**src/rtl/core/spct_pkg.sv**
```systemverilog
package spct_pkg;

   typedef enum logic [1:0] {
      OP_RECT_RECT = 2'd0,
      OP_CIRC_CIRC = 2'd1,
      OP_CIRC_RECT = 2'd2
   } opcode_type;

   // corners of the rectangle checked against the circle
   localparam int unsigned CORNERS = 4;

   // doubled coordinate differences need this many bits beyond COORD_BITS
   localparam int unsigned MAG_GUARD = 2;

endpackage

```
**src/rtl/core/spct_dist_sq.sv**
```systemverilog
// squared distance: dx^2 + dy^2, two register stages
module spct_dist_sq
   import spct_pkg::*;
#(
   parameter int COORD_BITS = 16
) (
   input  logic                                    clock,
   input  logic [COORD_BITS+MAG_GUARD-1:0]         dx_mag,
   input  logic [COORD_BITS+MAG_GUARD-1:0]         dy_mag,
   output logic [2*(COORD_BITS+MAG_GUARD):0]       sum_sq
);

   localparam int MAG_BITS = COORD_BITS + MAG_GUARD;
   localparam int SQ_BITS  = 2 * MAG_BITS;

   logic [SQ_BITS-1:0] sq_x_ff, sq_x_in;
   logic [SQ_BITS-1:0] sq_y_ff, sq_y_in;
   logic [SQ_BITS:0]   sum_ff, sum_in;

   assign sq_x_in = SQ_BITS'(dx_mag) * SQ_BITS'(dx_mag);
   assign sq_y_in = SQ_BITS'(dy_mag) * SQ_BITS'(dy_mag);
   assign sum_in  = {1'b0, sq_x_ff} + {1'b0, sq_y_ff};

   always_ff @(posedge clock) begin
      sq_x_ff <= sq_x_in;
      sq_y_ff <= sq_y_in;
      sum_ff  <= sum_in;
   end

   assign sum_sq = sum_ff;

endmodule

```
**config.mk**
```make
export PLATFORM = sky130hd
export DESIGN_NAME = spct_dist_sq
export DESIGN_NICKNAME = d
export VERILOG_FILES = /design/src/rtl/core/spct_pkg.sv /design/src/rtl/core/spct_dist_sq.sv
export SDC_FILE = /design/constraint.sdc
export NUM_CORES = 1
export LEC_CHECK = 0
export BUFFER_PORTS_ARGS = -buffer_cell sky130_fd_sc_hd__buf_2
export CAP_MARGIN = 20
export CELL_PAD_IN_SITES_DETAIL_PLACEMENT = 0
export CELL_PAD_IN_SITES_GLOBAL_PLACEMENT = 2
export CORE_MARGIN = 3
export CORE_UTILIZATION = 45
export CTS_CLUSTER_DIAMETER = 120
export DETAILED_ROUTE_END_ITERATION = 12
export PLACE_DENSITY_LB_ADDON = 0.1
export RECOVER_POWER = 50
export SLEW_MARGIN = 20
export SYNTH_ARGS = -nofsm -noshare
export SYNTH_HDL_FRONTEND = slang
export SYNTH_SLANG_ARGS = --single-unit
```
**constraint.sdc**
```tcl
create_clock -name clock -period 11.4 [get_ports clock]
set_clock_uncertainty 0.1 [all_clocks]
set_input_delay 0.57 -clock clock [delete_from_list [all_inputs] [get_ports clock]]
set_output_delay 0.57 -clock clock [all_outputs]
set_load 0.02 [all_outputs]
```
### Word-level counts from Yosys, hierarchy flattened

Index checks and enable logic that the tools add are counted.
Widths: inputs -> output; s select.

* bits in registers: 109
* word-level logic and storage cells: 6
* input port bits: 37
* output and inout bits: 37

* add/subtract/negate cells: 1
* $mul: 2

Operators by type and width (count)
* $mul 18x18->36: 2
* $add 36x36->37: 1

### Logic depth before layout (Yosys ltp)

Gate-level depths: netlist of the first run.

* depth after elaboration: 1
* mapped depth: 25
* gate-level depth less buffers: 24

### Least setup slack after synthesis of the first run

No wires, ideal clock.

* path type: input port to flip-flop
* from: in dy_mag[9]
* to: reg sq_y_ff[28]
* setup time: 0.121 ns
* data required time: 11.179 ns
* buffers on the path: 1
* arrival time: 6.227 ns
* cell stages on the path: 23
* setup slack: 4.952 ns
* cells stage by stage: clkbuf_1 nand2_1 fa_1 inv_1 fa_1 inv_1 fa_1 fa_1 inv_1 fa_1 inv_1 fa_1 inv_1 ha_1 and3_4 nand3_2 nor3b_2 nor4b_1 o41a_1 or3b_1 a21boi_2 a21oi_1 xnor2_1

* cells in the longest elaborated chain, start to end: 1

RTL lines
* start: declaration: RTL line spct_dist_sq.sv:9 `input logic [COORD_BITS+MAG_GUARD-1:0] dy_mag,`
* $mul 18x18->36: RTL line spct_dist_sq.sv:21 `assign sq_y_in = SQ_BITS'(dy_mag) * SQ_BITS'(dy_mag);`
* via sq_y_in[28]: RTL line spct_dist_sq.sv:17 `logic [SQ_BITS-1:0] sq_y_ff, sq_y_in;`
* end signal: assignment: RTL line spct_dist_sq.sv:26 `sq_y_ff <= sq_y_in;`
* end: declaration: RTL line spct_dist_sq.sv:17

The timed path passes the listed nets, and every way through them passes these cells.

### Final worst setup path of the first run

* from: in dx_mag[5]
* to: reg sq_x_ff[31]

* cells in the longest elaborated chain, start to end: 1

RTL lines
* start: declaration: RTL line spct_dist_sq.sv:8 `input logic [COORD_BITS+MAG_GUARD-1:0] dx_mag,`
* $mul 18x18->36: RTL line spct_dist_sq.sv:20 `assign sq_x_in = SQ_BITS'(dx_mag) * SQ_BITS'(dx_mag);`
* via sq_x_in[31]: RTL line spct_dist_sq.sv:16 `logic [SQ_BITS-1:0] sq_x_ff, sq_x_in;`
* end signal: assignment: RTL line spct_dist_sq.sv:25 `sq_x_ff <= sq_x_in;`
* end: declaration: RTL line spct_dist_sq.sv:16

The timed path passes the listed nets, and every way through them passes these cells.

==> results of run 1 <==
## area by class of cell
class	count	area, um^2	area share [%]
Tap cell	607	759.5	3.337
Sequential cell	107	2142	9.411
Multi-Input combinational cell	1559	16990	74.66
Clock inverter	7	83.83	0.3683
Inverter	597	2241	9.845
Clock buffer	9	225.2	0.9894
Timing Repair Buffer	73	316.6	1.391
## routing by layer
metal | wire (um) | up-vias
li1 | - | 7052
met1 | 20120 | 7583
met2 | 24110 | 239
met3 | 1594 | 38
met4 | 548 | 0
met5 | 0 | -
## critical path: stages
cell and delay (ns):
buf_2 0.35, and2_1 0.23, inv_1 0.07, fa_1 0.54, inv_1 0.06, fa_1 0.52
inv_1 0.05, fa_1 0.48, fa_1 0.55, inv_1 0.05, fa_1 0.49, fa_1 0.41
ha_1 0.35, and3_1 0.20, a221o_1 0.36, or3_1 0.35, o21ai_1 0.36, o311ai_1 0.21
a311oi_1 0.31, o21bai_1 0.11, xor2_1 0.14
## through the flow
step | area, um^2 | cells | hold slack [ns]
final | 22760 | 2959 | 0.3516
after global routing | 22760 | 2959 | 0.3721
after CTS | 22820 | 2959 | 0.3503
after detailed placement | 22510 | 2943 | 0.3333
after global placement | 22510 | 2943 | 0.3271
after floorplan | 21570 | 2312 | 0.3200
## Yosys cell counts, types with 9 or more instances
master | number | area share (%)
inv_1 | 597 | 10
and3_1 | 13 | 0.38
nand3_1 | 10 | 0.23
a21oi_1 | 75 | 1.7
nand2b_1 | 9 | 0.26
o21a_1 | 17 | 0.59
or2_2 | 9 | 0.26
dfxtp_1 | 107 | 9.9
a21o_1 | 61 | 2.1
xor2_1 | 31 | 1.3
nor2_1 | 64 | 1.1
a31oi_1 | 14 | 0.41
o21ai_0 | 35 | 0.81
xnor2_1 | 73 | 3.0
nor2b_1 | 24 | 0.70
nand4_1 | 11 | 0.32
fa_1 | 435 | 40
ha_1 | 259 | 15
and2_1 | 126 | 3.7
nand2_1 | 222 | 3.9
clkbuf_1 | 48 | 0.84
## logic make-up (layout without fill, tap and decap cells)
family,Yosys count,after routing,synth area share [%]
adders and majority gates,694,694,55.40
buffers and inverters,646,686,11.25
and+or+nand+nor,506,506,11.38
AOI/OAI and AO/OA,251,251,7.612
DFF,107,107,9.932
xor gates and xnor gates,104,104,4.223
muxes,4,4,0.1972
## sequential cells by signal (all words and copies together), names as in the netlist
name / cells
sq_x_ff: 35
sum_sq: 37
sq_y_ff: 35
## worst max-delay path by stage
stage / slack, ns / cells past startpoint / endpoint / from
final: 4.75 / 21 / sq_x_ff[31] / dx_mag[5]
after global routing: 4.37 / 20 / sq_y_ff[32] / dy_mag[0]
after CTS: 4.81 / 23 / sq_y_ff[28] / dy_mag[5]
after detailed placement: 4.42 / 23 / sq_y_ff[28] / dy_mag[5]
after global placement: 4.52 / 21 / sq_x_ff[31] / dx_mag[5]
after floorplan: 4.95 / 23 / sq_y_ff[28] / dy_mag[9]
==> impl_metrics.yaml, run 1 <==
outcome:
  status: "finished, final reports clean"
yosys:
  synth.cell_area_mm2: 0.02157
  synth-edff-count: 0
  synth-async-reset-ratio_pct: 0
  syn_area_per_cell_um2: 9.328
  ys.flop_type: "dfxtp_1"
  synth_fp_nets: 3043
  ys_seq_area_share_pct: 9.932
  synth.distinct_cells: 57
  ys_warn_count: 0
  yosys_register_bits: 107
  postSynthCellCount: 2312
place:
  port_buffers: 73
  dpl_worst_slack_ns: 4.423
  hpwl_um: 39620
  globalplace.congestion: 0.8436
worst_setup_path:
  worst-endpoint-required_ns: 11.54
  rr_worst_depth: 10
  r2r-end: "sum_sq[36]"
  crit_path_end_kind: "flip-flop"
  crit_type: "in -> reg"
  critPathArrivalTime_ns: 6.79
  crit_path_start_kind: "input pin"
  timing.rr.start: "sq_y_ff[5]"
  worst-path-max-fanout: 18
  r2r_slack_ns: 7.88
global_route:
  overflow: 0
  grt_pass1_vias: 16516
  grt_busiest_layer: "met2"
  grtUsageMet3_pct: 2.071
  antenna_found_initial: 1
  met1_usage_pct: 26.11
  gr-usage-met2_pct: 35.89
  grt_pass1_wl_um: 80400
  grtUsageTotal_pct: 19.72
  grt_max_degree: 20
clock_tree:
  htree_num_levels: 3
  cts_setup_buffers: 0
  hold_buffers: 0
  clk_pin_slew_worst_paths_ns: 0.07
  root_buffer: "clkbuf_16"
  cts_buffer_depth: 2
  cts.sinks: 107
  cts-buffers-inserted: 9
  post_cts_resized: 0
  cts_tree: "done"
  clk_latency_ns: 0.36
finish:
  drive_above_1_share_pct: 2.891
  diodes: 0
  final_net_count: 3078
  fill_cells: 4570
  synthToLayoutAreaGrowth_pct: 5.540
  final_util_pct: 48.48
  mostFrequentLayoutCells: "597 x inv_1, 435 x fa_1, 259 x ha_1"
  final_common_cell: "inv_1"
floorplanning:
  die-area_mm2: 0.05059
  ioPinCount: 74
  start_util_pct: 45.93
  core-area_mm2: 0.04695
  dieHeight_um: 224.9
  rows: 79
  die_w_um: 224.9
sta:
  setup_viol: 0
  fin_crit_ns: 6.645
  fin_crit_sh_pct: 58.29
  grt_setup_unrepaired: "false"
  slew_violations: 0
  slew_headroom_pct: 24.69
  worst_slew_pin_slew_ns: 1.130
  fin_tns_setup_ns: 0
  max_freq_mhz: 150.5
  hold_viol: 0
  fin_ws_ns: 4.755
route:
  route.detailed.drc: 0
  vias: 14912
  ant_nets: 0
  viasPerCell: 5.040
  drtIter0Drc: 668
  wl_per_cell_um: 15.67
  drt-total-wl_um: 46370
  drt_pass1_iterations: 5
hold_path:
  hold_path.class: "reg -> reg"
  hold_path_startpoint: "sq_y_ff[0]"
  min_to: "sum_sq[0]"
  worstHoldPathCells: 1
flow_run:
  maxCapViolCount: 0
Power of run 1 is not shown: default switching activity piles up to over one toggle a cycle in this logic, so the estimate is an artifact.
==> inputs of run 2 (changes only) <==
CORE_UTILIZATION = 42   (was 45)
clock period = 6.3 ns   (was 11.4 ns; I/O delays follow)
==> run 2 against run 1 <==
Clock-buffer cell count up 2; via count down 0.12%; sequential cell count unchanged.
==> impl_metrics.yaml, run 2 (synthesis results as in run 1) <==
clock_tree:
  root_buffer: "clkbuf_16"
  cts_buffer_depth: 2
  cts.sinks: 107
  htree_num_levels: 3
  clk_pin_slew_worst_paths_ns: 0.07
  hold_buffers: 0
  cts-buffers-inserted: 9
  cts_tree: "done"
  clk_latency_ns: 0.36
place:
  dp.cells: 3095
  port_buffers: 73
  hpwl_um: 42150
  globalplace.congestion: 0.8312
finish:
  final_net_count: 3165
  mostFrequentLayoutCells: "597 x inv_1, 435 x fa_1, 259 x ha_1"
  largest_register_ffs: 37
  final_common_cell: "inv_1"
  diodes: 0
  drive_above_1_share_pct: 6.273
  stdcell_count: 3111
  synthToLayoutAreaGrowth_pct: 8.876
sta:
  worst_slew_pin_slew_ns: 0.7045
  fin_crit_ns: 5.991
  slew_violations: 0
  slew_headroom_pct: 52.61
  hold_viol: 0
  max_freq_mhz: 166.9
  setup_viol: 0
  grt_setup_unrepaired: "false"
  fin_crit_sh_pct: 95.10
worst_setup_path:
  critPathArrivalTime_ns: 6.13
  worst-endpoint-required_ns: 6.44
  crit_type: "in -> reg"
  worst-path-max-fanout: 5
  crit_path_start_kind: "input pin"
  crit_path_end_kind: "flip-flop"
floorplanning:
  start_util_pct: 42.73
  die_w_um: 232.6
  core-area_mm2: 0.05048
  rows: 82
  dieHeight_um: 232.6
  die-area_mm2: 0.05411
  ioPinCount: 74
route:
  drt-total-wl_um: 46700
  wl_per_cell_um: 15.01
  ant_nets: 0
  viasPerCell: 4.788
  drtIter0Drc: 489
  vias: 14894
  drt_pass1_iterations: 5
  route.detailed.drc: 0
outcome:
  status: "finished, final reports clean"
hold_path:
  hold_path.class: "in -> reg"
flow_run:
  maxCapViolCount: 0
global_route:
  grtUsageTotal_pct: 18.65
  antenna_found_initial: 3
  overflow: 0
  grt_max_degree: 19
  grt_pass1_wl_um: 81170
  grt_pass1_vias: 16526
-- run 2: cell count changes in the layout (fill, tap and decap cells not counted), sizes merged --
cell and delta:
clkinvlp +1, clkbuf +4, clkinv -2, buf +85, bufinv -1
-- run 2: worst max-delay path: stages --
cell,delay [ns]
buf_2,0.13
and2_1,0.18
fa_1,0.55
inv_1,0.06
fa_1,0.44
fa_1,0.53
fa_1,0.54
inv_1,0.05
fa_1,0.49
inv_1,0.05
fa_1,0.47
inv_1,0.05
ha_1,0.30
and3_4,0.21
nand3_2,0.08
nor3b_2,0.24
nor4b_1,0.12
o41a_1,0.48
or3b_1,0.44
a21boi_2,0.18
a21oi_1,0.10
xnor2_1,0.13
-- run 2: metrics by stage --
stage / TNS [ns] / hold WS, ns / utilization, % / cell area (um^2) / worst slack [ns]
after floorplan: 0 / 0.2427 / - / 21570 / 0.1069
after global placement: 0 / 0.3431 / 46.07 / 23250 / 0.02075
after detailed placement: -0.1070 / 0.3463 / 46.07 / 23250 / -0.05467
after CTS: 0 / 0.2166 / 46.63 / 23540 / 0.3064
after global routing: 0 / 0.2942 / 46.52 / 23480 / 0.07956
final: 0 / 0.3097 / 46.52 / 23480 / 0.3087
-- run 2: timing repair --
item	4_1_cts	5_1_grt
buffers inserted	0	0
hold endpoints to repair	0	0
setup endpoints to repair	0	1
resized for setup	0	1
-- run 2: final timing paths --
kind              cells past startpoint  slack [ns]  startpoint     endpoint
setup reg to reg                     10        2.86  sq_x_ff[3]   sum_sq[36]
hold reg to reg                       1        0.35  sq_y_ff[0]    sum_sq[0]
hold / removal                        2        0.31   dx_mag[1]   sq_x_ff[2]
setup / recovery                     22        0.31   dy_mag[5]  sq_y_ff[28]
-- run 2: layout make-up --
cell class              count  area, um^2
multi-input cells        1559       17000
clock buffers              11       242.7
repair buffers            160       972.2
flip-flops and latches    107        2142
clock inverters             5       42.54
well taps                 672       840.8
fillers                  5069       27000
inverters                 597        2241
-- run 2: routing by layer --
| layer | track usage, % | up-vias | routed length [um] |
|---|---|---|---|
| met1 | 25.48 | 7430 | 21410 |
| met3 | 2.289 | 31 | 1634 |
| met4 | 2.483 | 0 | 521 |
| met2 | 32.59 | 199 | 23130 |
| li1 | - | 7234 | - |
| met5 | 0 | - | 0 |
Power of run 2 is left out for the same reason.
